$ cat src/hw/rtl/grid_key_node_lookup_unit_assert.svh
`ifndef GRID_KEY_NODE_LOOKUP_UNIT_ASSERT_SVH
`define GRID_KEY_NODE_LOOKUP_UNIT_ASSERT_SVH

// same-cycle implication
`define GKN_ASSERT_IMP(name, clk, rst_n, a, c) \
  name: assert property (@(posedge clk) disable iff (!rst_n) (a) |-> (c)) \
    else $error("gkn assertion failed");

// next-cycle implication
`define GKN_ASSERT_NXT(name, clk, rst_n, a, c) \
  name: assert property (@(posedge clk) disable iff (!rst_n) (a) |=> (c)) \
    else $error("gkn assertion failed");

`endif

$ cat src/hw/rtl/gkn_pkg.sv
package gkn_pkg;

  localparam int MAXD      = 4;
  localparam int DATA_W    = 32;
  localparam int RES_W     = 31;
  localparam int ID_W      = 10;
  localparam int CFG_IDX_W = 8;
  localparam int NUM_W     = 33;
  localparam int DEN_W     = 32;
  localparam int DCNT_W    = 6;

  typedef enum logic [3:0] {
    ST_IDLE,
    ST_DIM,
    ST_DIV,
    ST_MUL,
    ST_SAT,
    ST_RD,
    ST_CMP,
    ST_HIT,
    ST_MISS,
    ST_OUT
  } gkn_state_t;

  typedef struct packed {
    logic             start;
    logic [NUM_W-1:0] num;
    logic [DEN_W-1:0] den;
  } div_req_t;

  typedef struct packed {
    logic              done;
    logic [DATA_W-1:0] quo;
  } div_rsp_t;

endpackage

$ cat src/hw/rtl/gkn_divider.sv
module gkn_divider (
  input  logic              clk,
  input  logic              rst_n,
  input  gkn_pkg::div_req_t req,
  output gkn_pkg::div_rsp_t rsp
);
  import gkn_pkg::*;

  logic              busy_r;
  logic              done_r;
  logic [DCNT_W-1:0] cnt_r;
  logic [DEN_W-1:0]  rem_r;
  logic [NUM_W-1:0]  quo_r;
  logic [DEN_W-1:0]  den_r;
  logic [DEN_W:0]    trial;
  logic              fit;

  // restoring division, one quotient bit per cycle
  assign trial = {rem_r, quo_r[NUM_W-1]};
  assign fit   = trial >= {1'b0, den_r};

  always_ff @(posedge clk) begin
    if (!rst_n) begin
      busy_r <= 1'b0;
      done_r <= 1'b0;
      cnt_r  <= '0;
    end else begin
      done_r <= 1'b0;
      if (req.start) begin
        busy_r <= 1'b1;
        cnt_r  <= '0;
      end else if (busy_r) begin
        cnt_r <= cnt_r + 1'b1;
        if (cnt_r == DCNT_W'(NUM_W - 1)) begin
          busy_r <= 1'b0;
          done_r <= 1'b1;
        end
      end
    end
  end

  always_ff @(posedge clk) begin
    if (req.start) begin
      rem_r <= '0;
      quo_r <= req.num;
      den_r <= req.den;
    end else if (busy_r) begin
      rem_r <= fit ? DEN_W'(trial - {1'b0, den_r}) : trial[DEN_W-1:0];
      quo_r <= {quo_r[NUM_W-2:0], fit};
    end
  end

  assign rsp.done = done_r;
  assign rsp.quo  = quo_r[DATA_W-1:0];

endmodule

$ cat config.mk
export PLATFORM = sky130hd
export DESIGN_NAME = gkn_divider
export DESIGN_NICKNAME = d
export VERILOG_FILES = /design/src/hw/rtl/grid_key_node_lookup_unit_assert.svh /design/src/hw/rtl/gkn_pkg.sv /design/src/hw/rtl/gkn_divider.sv
export SDC_FILE = /design/constraint.sdc
export NUM_CORES = 1
export LEC_CHECK = 0
export ABC_AREA = 1
export BUFFER_PORTS_ARGS = -buffer_cell sky130_fd_sc_hd__buf_2
export CAP_MARGIN = 20
export CORE_MARGIN = 3
export CORE_UTILIZATION = 34
export CTS_CLUSTER_DIAMETER = 60
export CTS_CLUSTER_SIZE = 28
export DETAILED_ROUTE_END_ITERATION = 16
export PLACE_DENSITY = 0.49
export SYNTH_ARGS = -nofsm -noshare
export SYNTH_HDL_FRONTEND = slang
export SYNTH_SLANG_ARGS = --single-unit
$ cat constraint.sdc
create_clock -name clk -period 5.82 [get_ports clk]
set_clock_uncertainty 0.1 [all_clocks]
set_input_delay 0.873 -clock clk [delete_from_list [all_inputs] [get_ports clk]]
set_output_delay 0.873 -clock clk [all_outputs]
set_load 0.02 [all_outputs]
# [Yosys cells after proc, flatten, opt, wreduce, memory -nomap -nowiden]
# Index checks and enable logic that the tools add are counted.
[op_classes] add_sub_neg=2 magnitude_cmp=1 eq_ne=1 n_mux=7 bitwise=2 n_reduce_logical=3
[op_table] cell="33-bit 2-to-1 mux" count=2
[op_table] cell="33-bit by 32-bit >= comparator with 1-bit output" count=1
[op_table] cell="32-bit 2-to-1 mux" count=1
[op_table] cell="32-bit subtractor" count=1
[op_table] cell="6-bit by 1-bit adder with 6-bit output, second input constant" count=1
[op_table] cell="6-bit == test, second input constant" count=1
[op_table] cell="1-bit 2-to-1 mux" count=4
[op_table] cell="3-bit OR reduction" count=1
[op_table] cell="1-bit inverter" count=2
[op_table] cell="2-bit nonzero test" count=1
[op_table] cell="2-bit OR reduction" count=1
[totals] register_bits=105 elab_cells=22

# [Longest topological paths before layout]
# Gate-level depths: netlist of the first run.
[logic_depth] word_depth=4 depth_mapped=17

# [Worst setup path after synthesis of the first run]
# No wires, ideal clock.
[synth_path] path_type="in2reg" from="in req[65] (netlist name)" to="reg quo_r[0] (enable)" setup_time_ns=0.411 arrival_ns=2.444 required_time_ns=5.309 slack_ns=2.865 cell_stages=4 n_path_buf=2 cell_sequence="clkbuf_1 -> nor2_1 -> inv_1 -> clkbuf_1"
[synth_via] elab_chain_len=1
[synth_lines] element="from (decl)" line_no="gkn_divider.sv:4" text="input gkn_pkg::div_req_t req,"
[synth_lines] element="2-bit nonzero test (no line)"
[synth_lines] element="to (signal assigned)" line_no="gkn_divider.sv:45" text="quo_r <= req.num;"
[synth_lines] element="to (signal assigned)" line_no="gkn_divider.sv:49" text="quo_r <= {quo_r[NUM_W-2:0], fit};"
[synth_lines] element="to (decl)" line_no="gkn_divider.sv:13" text="logic [NUM_W-1:0] quo_r;"
# Every way passes these cells.
# A chain may end at the register's enable or synchronous reset.

# [Worst setup path after layout of the first run]
[layout_path] from="reg den_r[28]" to="reg rem_r[19]"
[layout_via] elab_chain_len=2
[layout_lines] element="from (decl)" line_no="gkn_divider.sv:14" text="logic [DEN_W-1:0] den_r;"
[layout_lines] element="from (signal assigned)" line_no="gkn_divider.sv:46" text="den_r <= req.den;"
[layout_lines] element="33-bit by 32-bit >= comparator with 1-bit output" line_no="gkn_divider.sv:20" text="assign fit = trial >= {1'b0, den_r};"
[layout_lines] element="32-bit 2-to-1 mux" line_no="gkn_divider.sv:48" text="rem_r <= fit ? DEN_W'(trial - {1'b0, den_r}) : trial[DEN_W-1:0];"
[layout_lines] element="to (signal assigned)" line_no="gkn_divider.sv:48"
[layout_lines] element="to (decl)" line_no="gkn_divider.sv:12" text="logic [DEN_W-1:0] rem_r;"
# Every way passes these cells.

==> impl_metrics.ini, run 1 <==
[drt]
first_pass_iters = 5
drtAntennaViolNets = 0
drtIter0Drc = 370
wl_per_cell_um = 13.4
route.detailed.drc = 0
wl_um = 18400
vias_per_cell = 4.44
vias = 6094

[setup_path]
crit_buf_inv = 1
timing.critical_path.mode_cell = nand2_1
critPathKind = flop to flop
crit_fanout = 34
path_cells = inv_1 > ha_1 > a21oi_1 > nand2_1 > a21oi_1 > nand2_1 > nor2_4 > nand2_4 > nand2_1 > nand3_1 > nand2_1
crit_path_end_kind = flop
crit_family = simple AND/OR/NAND/NOR gates
startpoint = den_r[28]$_DFFE_PP_
setup.worst_path.start_class = flop
critical_path.slowest_cell = nor2_4
slowest_delay_ns = 0.72
worstPathRequired_ns = 6.03
worstPathArrival_ns = 3.28
r2r_start = den_r[28]$_DFFE_PP_

[synthesis]
synth_edf_count = 65
ys.flop_type = edfxtp_1
syn_area_per_cell_sq_um = 6.93
async_flop_share_pct = 0
synth_nets = 1139
synth_top_family_by_area = simple AND/OR/NAND/NOR gates
synthAdderAreaFrac_pct = 6.21
synthXorXnorAreaFrac_pct = 1.71
syn_inst = 1036
synth_cell_types = 39
synth-simple-area-share_pct = 35.2
seq_area_frac_synth_pct = 38.3
synth.area.mux_share_pct = 0
ys.warnings.count = 0
ys_ff_latch = 105
syn_area_sq_um = 7180
synth_compound_area_share_pct = 3.45

[timing]
hold_viol_final = 0
report.final.slew_viol_count = 0
finalSetupTns_ns = 0
clock.fmax_ghz = 0.326
rsz0062_at_grt = no
period_share_pct = 52.6
fin_ws_ns = 2.76
finalSetupViolCount = 0
worst_pin_slew_ns = 1.03
finalCriticalPeriod_ns = 3.06
max_slew_margin_pct = 31.0

[job]
max_cap_violations = 0

[place]
post-place-ws_ns = 2.36
dp_hpwl_um = 14000
place_congestion = 0.906
portBuffers = 100
placed_cells = 1355

[cts]
cts.sinks = 105
numCtsBuffers = 9
cts_buffer_depth = 2
cts_resized = 0
insertion_delay_ns = 0.38
cts.hold.buffers_added = 0
cts-root-buf = clkbuf_16
cts_tree = yes
postCtsSetupRepairBufs = 0
h-tree-depth = 3
cts.reportedPaths.clkPinSlew_ns = 0.09

[cells_and_area]
diodes = 0
nFillCells = 2242
area_growth_pct = 11.7
final_nets = 1200
final_cell_mix = 416 x nand2_1, 185 x inv_1, 100 x buf_2
drive_gt1_share_pct = 13.2
final_cells = 1372
final_common_cell = nand2_1

[floorplan]
core_area_sq_um = 20500
die_w_um = 151
rows = 52
die_area_sq_um = 22900
start_util_pct = 35.0
ios = 101
die_h_um = 151

[global_route]
grt_first_pass_wirelength_um = 29300
globalRoute.totalOverflow = 0
grt_pass1_vias = 5867
grt.total_usage_pct = 16.3
antenna_found_initial = 0
grt_max_degree = 47

[worst_hold_path]
min-delay-start = rem_r[23]$_SDFFE_PP0P_
hold_class = flop to flop

[pwr]
leakage_nw = 4.30
powerDensity_nw_per_um2 = 218
ir_worst_vdd_v = 0.000151

[outcome]
status = completed
[path summary, 6_finish.rpt]
| path | to | slack [ns] | cells past startpoint |
|---|---|---|---|
| worst max-delay path | rem_r[19]$_SDFFE_PP0P_ | 2.76 | 11 |
| worst min-delay path | rem_r[23]$_SDFFE_PP0P_ | 0.37 | 2 |
| worst max register to register | rem_r[19]$_SDFFE_PP0P_ | 2.76 | 11 |
| worst min register to register | rem_r[23]$_SDFFE_PP0P_ | 0.37 | 2 |
[layer usage]
layer	vias to the layer above	track usage, %	routed length (um)	share of wire (%)
li1	3295	-	-	-
met1	2708	23.4	9170	50
met2	79	25.8	8420	46
met3	12	2.33	569	3.1
met4	0	4.31	220	1.2
met5	-	0	0	0
[power by group]
part | switching (mW) | total, mW | internal, mW
combinational | 0.160 | 0.244 | 0.0831
sequential | 0.0197 | 0.861 | 0.842
clock | 0.332 | 0.645 | 0.313
[Yosys cell counts, types with 8 or more instances]
library cell / count / share of area, %
a21oi_1: 21 / 1.5
buf_4: 34 / 3.6
clkbuf_1: 10 / 0.52
dfxtp_1: 40 / 11
edfxtp_1: 65 / 27
ha_1: 34 / 5.9
inv_1: 186 / 9.7
nand2_1: 416 / 22
nand3_1: 77 / 5.4
nand3_2: 8 / 1.1
nand3b_1: 14 / 1.5
nand4_1: 8 / 0.70
nor2_1: 44 / 2.3
o21ai_1: 10 / 0.70
xnor2_1: 13 / 1.6
[area by class of cell]
cell class	instances	area, sq um	share of cell area, %
timing repair buffer	105	558	6.96
inverter	188	706	8.80
clock buffer	9	225	2.81
sequential	105	2750	34.3
multi-input combinational	688	3350	41.7
clock inverter	7	93.8	1.17
tap	270	338	4.21
[registers in the layout, summed over array words and instances, names as in the netlist]
signal / count
done_r: 1
busy_r: 1
den_r: 32
cnt_r: 6
quo_r: 33
rem_r: 32
[stage by stage]
stage / instance area [sq um] / hold WS, ns / total power [mW] / utilization (%)
3_5_place_dp: 7670 / 0.361 / 1.12 / 37.4
6_report: 8020 / 0.374 / 1.75 / 39.1
5_1_grt: 8020 / 0.392 / 1.83 / 39.1
3_3_place_gp: 7670 / 0.361 / 1.12 / 37.4
2_1_floorplan: 7180 / 0.344 / 1.06 / -
4_1_cts: 7990 / 0.375 / 1.78 / 39.0
[worst min-delay path, delay by kind of cell, from the launching register on]
kind | cells | cell delay, ns
AND/OR/NAND/NOR | 2 | 0.11
flip-flops | 1 | 0.33
[logic make-up (layout without fill, tap and decap cells)]
kind of cell / after synthesis / after routing
fa+ha+maj: 35 / 35
simple gates: 594 / 594
flops: 105 / 105
compound gates: 45 / 45
xor+xnor: 14 / 14
buf+inv: 243 / 309
No activity file was read; power rests on OpenSTA's default activity.
==> run 2: changes to the inputs <==
--- a/config.mk
+++ b/config.mk
@@ -13,7 +13,7 @@
 export CTS_CLUSTER_DIAMETER = 60
 export CTS_CLUSTER_SIZE = 28
 export DETAILED_ROUTE_END_ITERATION = 16
-export PLACE_DENSITY = 0.49
+export PLACE_DENSITY = 0.51
 export SYNTH_ARGS = -nofsm -noshare
 export SYNTH_HDL_FRONTEND = slang
 export SYNTH_SLANG_ARGS = --single-unit
==> constraint.sdc (replaced) <==
create_clock -name clk -period 2.6 [get_ports clk]
set_clock_uncertainty 0.1 [all_clocks]
set_input_delay 0.39 -clock clk [delete_from_list [all_inputs] [get_ports clk]]
set_output_delay 0.39 -clock clk [all_outputs]
set_load 0.02 [all_outputs]
==> impl_metrics.ini, run 2 (synthesis results as in run 1) <==
[outcome]
status = completed

[pwr]
power_frac_clock_pct = 36.5
ir_worst_vdd_v = 0.000413
sw_frac_of_total_pct = 29.2
p_sw_mw = 1.16
internal-power_mw = 2.80
powerDensity_nw_per_um2 = 477
leakage_nw = 4.48
p_seq_share_pct = 48.6
p_comb_share_pct = 14.9

[global_route]
grt_pass1_vias = 6113
grt.total_usage_pct = 17.0
use_met3_pct = 2.63
globalRoute.totalOverflow = 0
busiest_layer = met2
grt_first_pass_wirelength_um = 30700
grt_max_degree = 33
antenna_found_initial = 0
grtUsageMet2_pct = 27.5
met1_usage_pct = 23.3

[cts]
cts_tree = yes
insertion_delay_ns = 0.38
cts.sinks = 105
cts.hold.buffers_added = 0
cts-root-buf = clkbuf_16
cts_buffer_depth = 2
numCtsBuffers = 9
cts.reportedPaths.clkPinSlew_ns = 0.08
h-tree-depth = 3

[timing]
max_slew_margin_pct = 73.5
finalCriticalPeriod_ns = 2.41
period_share_pct = 92.5
hold_viol_final = 0
worst_pin_slew_ns = 0.397
rsz0062_at_grt = no
finalSetupViolCount = 0
clock.fmax_ghz = 0.416
report.final.slew_viol_count = 0
finalSetupTns_ns = 0

[setup_path]
crit_buf_inv = 2
timing.critical_path.mode_cell = nand2_1
path_cells = inv_1 > ha_1 > nand2_1 > nor2_1 > nand2_1 > nor2_2 > nand2_2 > nor2_4 > nor2_4 > nand2_4 > buf_4 > nand2_1 > nand3_1 > nand2_1
crit_family = simple AND/OR/NAND/NOR gates
worstPathArrival_ns = 2.56
crit_fanout = 10
slowest_delay_ns = 0.34
r2r_slack_ns = 0.19
rr_worst_depth = 14
critPathKind = flop to flop
r2r_start = den_r[16]$_DFFE_PP_
crit_path_end_kind = flop
setup.worst_path.start_class = flop
worstPathRequired_ns = 2.75
critical_path.slowest_cell = ha_1
timing.rr.end = rem_r[17]$_SDFFE_PP0P_

[cells_and_area]
reg_top3 = quo_r: 33 flops, den_r: 32 flops, rem_r: 32 flops
final_cell_mix = 416 x nand2_1, 185 x inv_1, 100 x buf_2
final_common_cell = nand2_1
top_register = quo_r
final_nets = 1236
area_growth_pct = 15.7
nFillCells = 2217
diodes = 0
utilization_pct = 40.5
multi_input_area_sq_um = 3360
largest_reg_flops = 33
drive_gt1_share_pct = 16.1
seqCellArea_sq_um = 2750

[drt]
wl_per_cell_um = 13.5
wl_um = 19000
first_pass_iters = 5
drtIter0Drc = 406
vias_per_cell = 4.51
route.detailed.drc = 0
vias = 6347
drtAntennaViolNets = 0

[floorplan]
die_w_um = 151
die_area_sq_um = 22900
die_h_um = 151
core_area_sq_um = 20500
start_util_pct = 35.0
ios = 101
rows = 52

[place]
portBuffers = 100
place_congestion = 0.980
dp_hpwl_um = 14800

[worst_hold_path]
hold-path-endpoint = den_r[23]$_DFFE_PP_
hold_class = input pin to flop
min-delay-start = req[23]
worst_hold_path.num_cells = 1

[job]
max_cap_violations = 0
[run 2: routing by layer]
layer,wire [um],vias to the layer above
li1,-,3371
met1,9180,2851
met2,8880,101
met3,641,24
met4,325,0
met5,0,-
[run 2: worst max path at each step]
stage,start,to,cells past startpoint
2_1_floorplan,req[65],quo_r[0]$_DFFE_PP_,4
6_report,den_r[16]$_DFFE_PP_,rem_r[17]$_SDFFE_PP0P_,14
4_1_cts,den_r[28]$_DFFE_PP_,rem_r[6]$_SDFFE_PP0P_,11
3_3_place_gp,den_r[24]$_DFFE_PP_,rem_r[12]$_SDFFE_PP0P_,13
3_5_place_dp,den_r[28]$_DFFE_PP_,rem_r[6]$_SDFFE_PP0P_,11
5_1_grt,quo_r[32]$_DFFE_PP_,rem_r[30]$_SDFFE_PP0P_,15
[run 2: worst reg2reg max path: stages, from the launching register on]
cell and delay [ns]:
edfxtp_1 0.33, inv_1 0.04, ha_1 0.34, nand2_1 0.10, nor2_1 0.26, nand2_1 0.13, nor2_2 0.17, nand2_2 0.08
nor2_4 0.17, nor2_4 0.09, nand2_4 0.09, buf_4 0.19, nand2_1 0.09, nand3_1 0.07, nand2_1 0.05
[run 2: area by class of cell]
type                       instances  share of cell area, %
multi-input combinational        689                   40.5
sequential                       105                   33.1
timing repair buffer             140                   10.0
inverter                         188                   8.50
tap                              270                   4.07
clock buffer                       9                   2.71
clock inverter                     7                   1.07
[run 2: stage by stage]
| stage | hold WS [ns] | area (sq um) | worst slack, ns | instances | power (mW) |
|---|---|---|---|---|---|
| 2_1_floorplan | 0.344 | 7180 | 0.128 | 1036 | 2.37 |
| 3_3_place_gp | 0.360 | 7950 | 0.0628 | 1389 | 2.56 |
| 3_5_place_dp | 0.361 | 7950 | 0.00626 | 1389 | 2.56 |
| 4_1_cts | 0.0808 | 8270 | 0.125 | 1406 | 4.02 |
| 5_1_grt | 0.0801 | 8310 | 0.00699 | 1408 | 4.15 |
| 6_report | 0.0945 | 8310 | 0.195 | 1408 | 3.96 |
[run 2: power by group through the flow]
stage               registers [mW]  clock network (mW)  logic (mW)
finish                        1.92                1.44       0.591
global route                  1.94                1.55       0.665
CTS                           1.92                1.50       0.601
detailed placement            1.96                   0       0.599
global placement              1.96                   0       0.595
floorplan                     1.95                   0       0.420
[run 2: timing repair]
item | CTS | global route
pin swaps | 1 | 1
cloned | 1 | 0
gates resized for setup | 0 | 4
endpoints found under the setup margin | 3 | 26
setup buffers | 0 | 2
==> run 3: changes to the inputs <==
--- a/config.mk
+++ b/config.mk
@@ -8,12 +8,14 @@
 export ABC_AREA = 1
 export BUFFER_PORTS_ARGS = -buffer_cell sky130_fd_sc_hd__buf_2
 export CAP_MARGIN = 20
+export CELL_PAD_IN_SITES_DETAIL_PLACEMENT = 1
+export CELL_PAD_IN_SITES_GLOBAL_PLACEMENT = 1
 export CORE_MARGIN = 3
 export CORE_UTILIZATION = 34
 export CTS_CLUSTER_DIAMETER = 60
 export CTS_CLUSTER_SIZE = 28
 export DETAILED_ROUTE_END_ITERATION = 16
-export PLACE_DENSITY = 0.51
+export PLACE_DENSITY = 0.68
 export SYNTH_ARGS = -nofsm -noshare
 export SYNTH_HDL_FRONTEND = slang
 export SYNTH_SLANG_ARGS = --single-unit
==> impl_metrics.ini, run 3 (synthesis results as in run 1) <==
[drt]
vias_per_cell = 4.64
drtAntennaViolNets = 0
first_pass_iters = 4
drtIter0Drc = 322
route.detailed.drc = 0
wl_um = 20500
vias = 6397
wl_per_cell_um = 14.9

[global_route]
grt_pass1_vias = 6432
globalRoute.totalOverflow = 0
antenna_found_initial = 0
grt_first_pass_wirelength_um = 32700
grt_max_degree = 47
grt.total_usage_pct = 18.3

[worst_hold_path]
hold_class = input pin to flop

[timing]
clock.fmax_ghz = 0.416
max_slew_margin_pct = 66.2
finalCriticalPeriod_ns = 2.40
hold_viol_final = 0
report.final.slew_viol_count = 0
whs_ns = 0.0761
finalSetupViolCount = 0
finalSetupTns_ns = 0
worst_pin_slew_ns = 0.506
rsz0062_at_grt = no
period_share_pct = 92.5

[pwr]
ir_worst_vdd_v = 0.000412
powerDensity_nw_per_um2 = 492
leakage_nw = 4.34

[setup_path]
r2r_slack_ns = 0.20
crit_end = rem_r[1]$_SDFFE_PP0P_
critPathKind = flop to flop
r2r_start = den_r[20]$_DFFE_PP_
startpoint = den_r[20]$_DFFE_PP_
crit_fanout = 32
crit_path_end_kind = flop
setup.worst_path.start_class = flop
rr_worst_depth = 14
worstPathRequired_ns = 2.77
worstPathArrival_ns = 2.57
timing.rr.end = rem_r[1]$_SDFFE_PP0P_

[job]
max_cap_violations = 0

[outcome]
status = completed

[floorplan]
die_area_sq_um = 22900
die_w_um = 151
core_area_sq_um = 20500
ios = 101
start_util_pct = 35.0
rows = 52
die_h_um = 151

[cts]
postCtsSetupRepairBufs = 0
cts_buffer_depth = 2
cts_tree = yes
cts-root-buf = clkbuf_16
cts.reportedPaths.clkPinSlew_ns = 0.09
insertion_delay_ns = 0.38
h-tree-depth = 3
numCtsBuffers = 9
cts.sinks = 105

[cells_and_area]
final_common_cell = nand2_1
area_growth_pct = 12.7
diodes = 0
largest_reg_flops = 33
reg_top3 = quo_r: 33 flops, den_r: 32 flops, rem_r: 32 flops
drive_gt1_share_pct = 13.8
final_nets = 1207
top_register = quo_r
nFillCells = 2685
final_cell_mix = 416 x nand2_1, 185 x inv_1, 100 x buf_2

[place]
place_congestion = 0.888
portBuffers = 100
dp_hpwl_um = 15700
==> run 3: worst min-delay path by stage <==
stage	start	endpoint	slack, ns	cells after the start
CTS	req[3]	den_r[3]$_DFFE_PP_	0.06	1
global placement	rem_r[14]$_SDFFE_PP0P_	rem_r[14]$_SDFFE_PP0P_	0.36	2
detailed placement	rem_r[17]$_SDFFE_PP0P_	rem_r[17]$_SDFFE_PP0P_	0.36	2
floorplan	rem_r[13]$_SDFFE_PP0P_	rem_r[13]$_SDFFE_PP0P_	0.34	2
global route	req[3]	den_r[3]$_DFFE_PP_	0.05	1
finish	req[3]	den_r[3]$_DFFE_PP_	0.08	1
==> run 3: layout make-up <==
type | instances | area (sq um) | area share [%]
repair buffers | 112 | 623 | 7.70
clock buffers | 9 | 225 | 2.78
inverters | 188 | 706 | 8.72
multi-input cells | 688 | 3350 | 41.4
clock inverters | 7 | 96.3 | 1.19
flip-flops and latches | 105 | 2750 | 34.0
well taps | 270 | 338 | 4.17
==> run 3: metal layers <==
layer / up-vias / global-route usage, % / wire length (um)
met5: - / 0 / 0
met4: 0 / 5.03 / 348
met3: 22 / 3.98 / 742
met2: 81 / 31.0 / 9990
met1: 2991 / 23.4 / 9410
li1: 3303 / - / -
==> run 3: per-stage QoR <==
step	std cells	utilization [%]	setup WS, ns	area [sq um]	total power [mW]
2_1_floorplan	1036	-	0.128	7180	2.37
6_report	1379	39.5	0.195	8090	3.98
4_1_cts	1379	39.4	0.0743	8080	4.04
5_1_grt	1379	39.5	0.0146	8090	4.18
3_3_place_gp	1363	37.9	0.129	7760	2.52
3_5_place_dp	1363	37.9	0.147	7760	2.53
==> run 3: timing repair <==
| action | CTS | global route |
|---|---|---|
| setup endpoints to repair | 0 | 20 |
| hold buffers | 0 | 0 |
| resized for setup | 0 | 3 |
==> run 3: power by group <==
part	leakage [nW]	switching [mW]	internal, mW	total (mW)
logic	3.21	0.371	0.190	0.561
clock network	0.156	0.788	0.711	1.50
registers	0.975	0.0416	1.88	1.92
total	4.34	1.20	2.78	3.98
==> run 3: critical path, cell delays in order, from the launching register on <==
cell and delay [ns]:
edfxtp_1 0.33, inv_1 0.05, ha_1 0.39, nand2_1 0.18
nor2_4 0.19, nand2_1 0.10, nor2_2 0.17, nand2_2 0.08
nor2_4 0.10, nor2_4 0.06, nand2_4 0.07, buf_12 0.21
nand2_1 0.09, nand3_1 0.09, o21ai_0 0.08
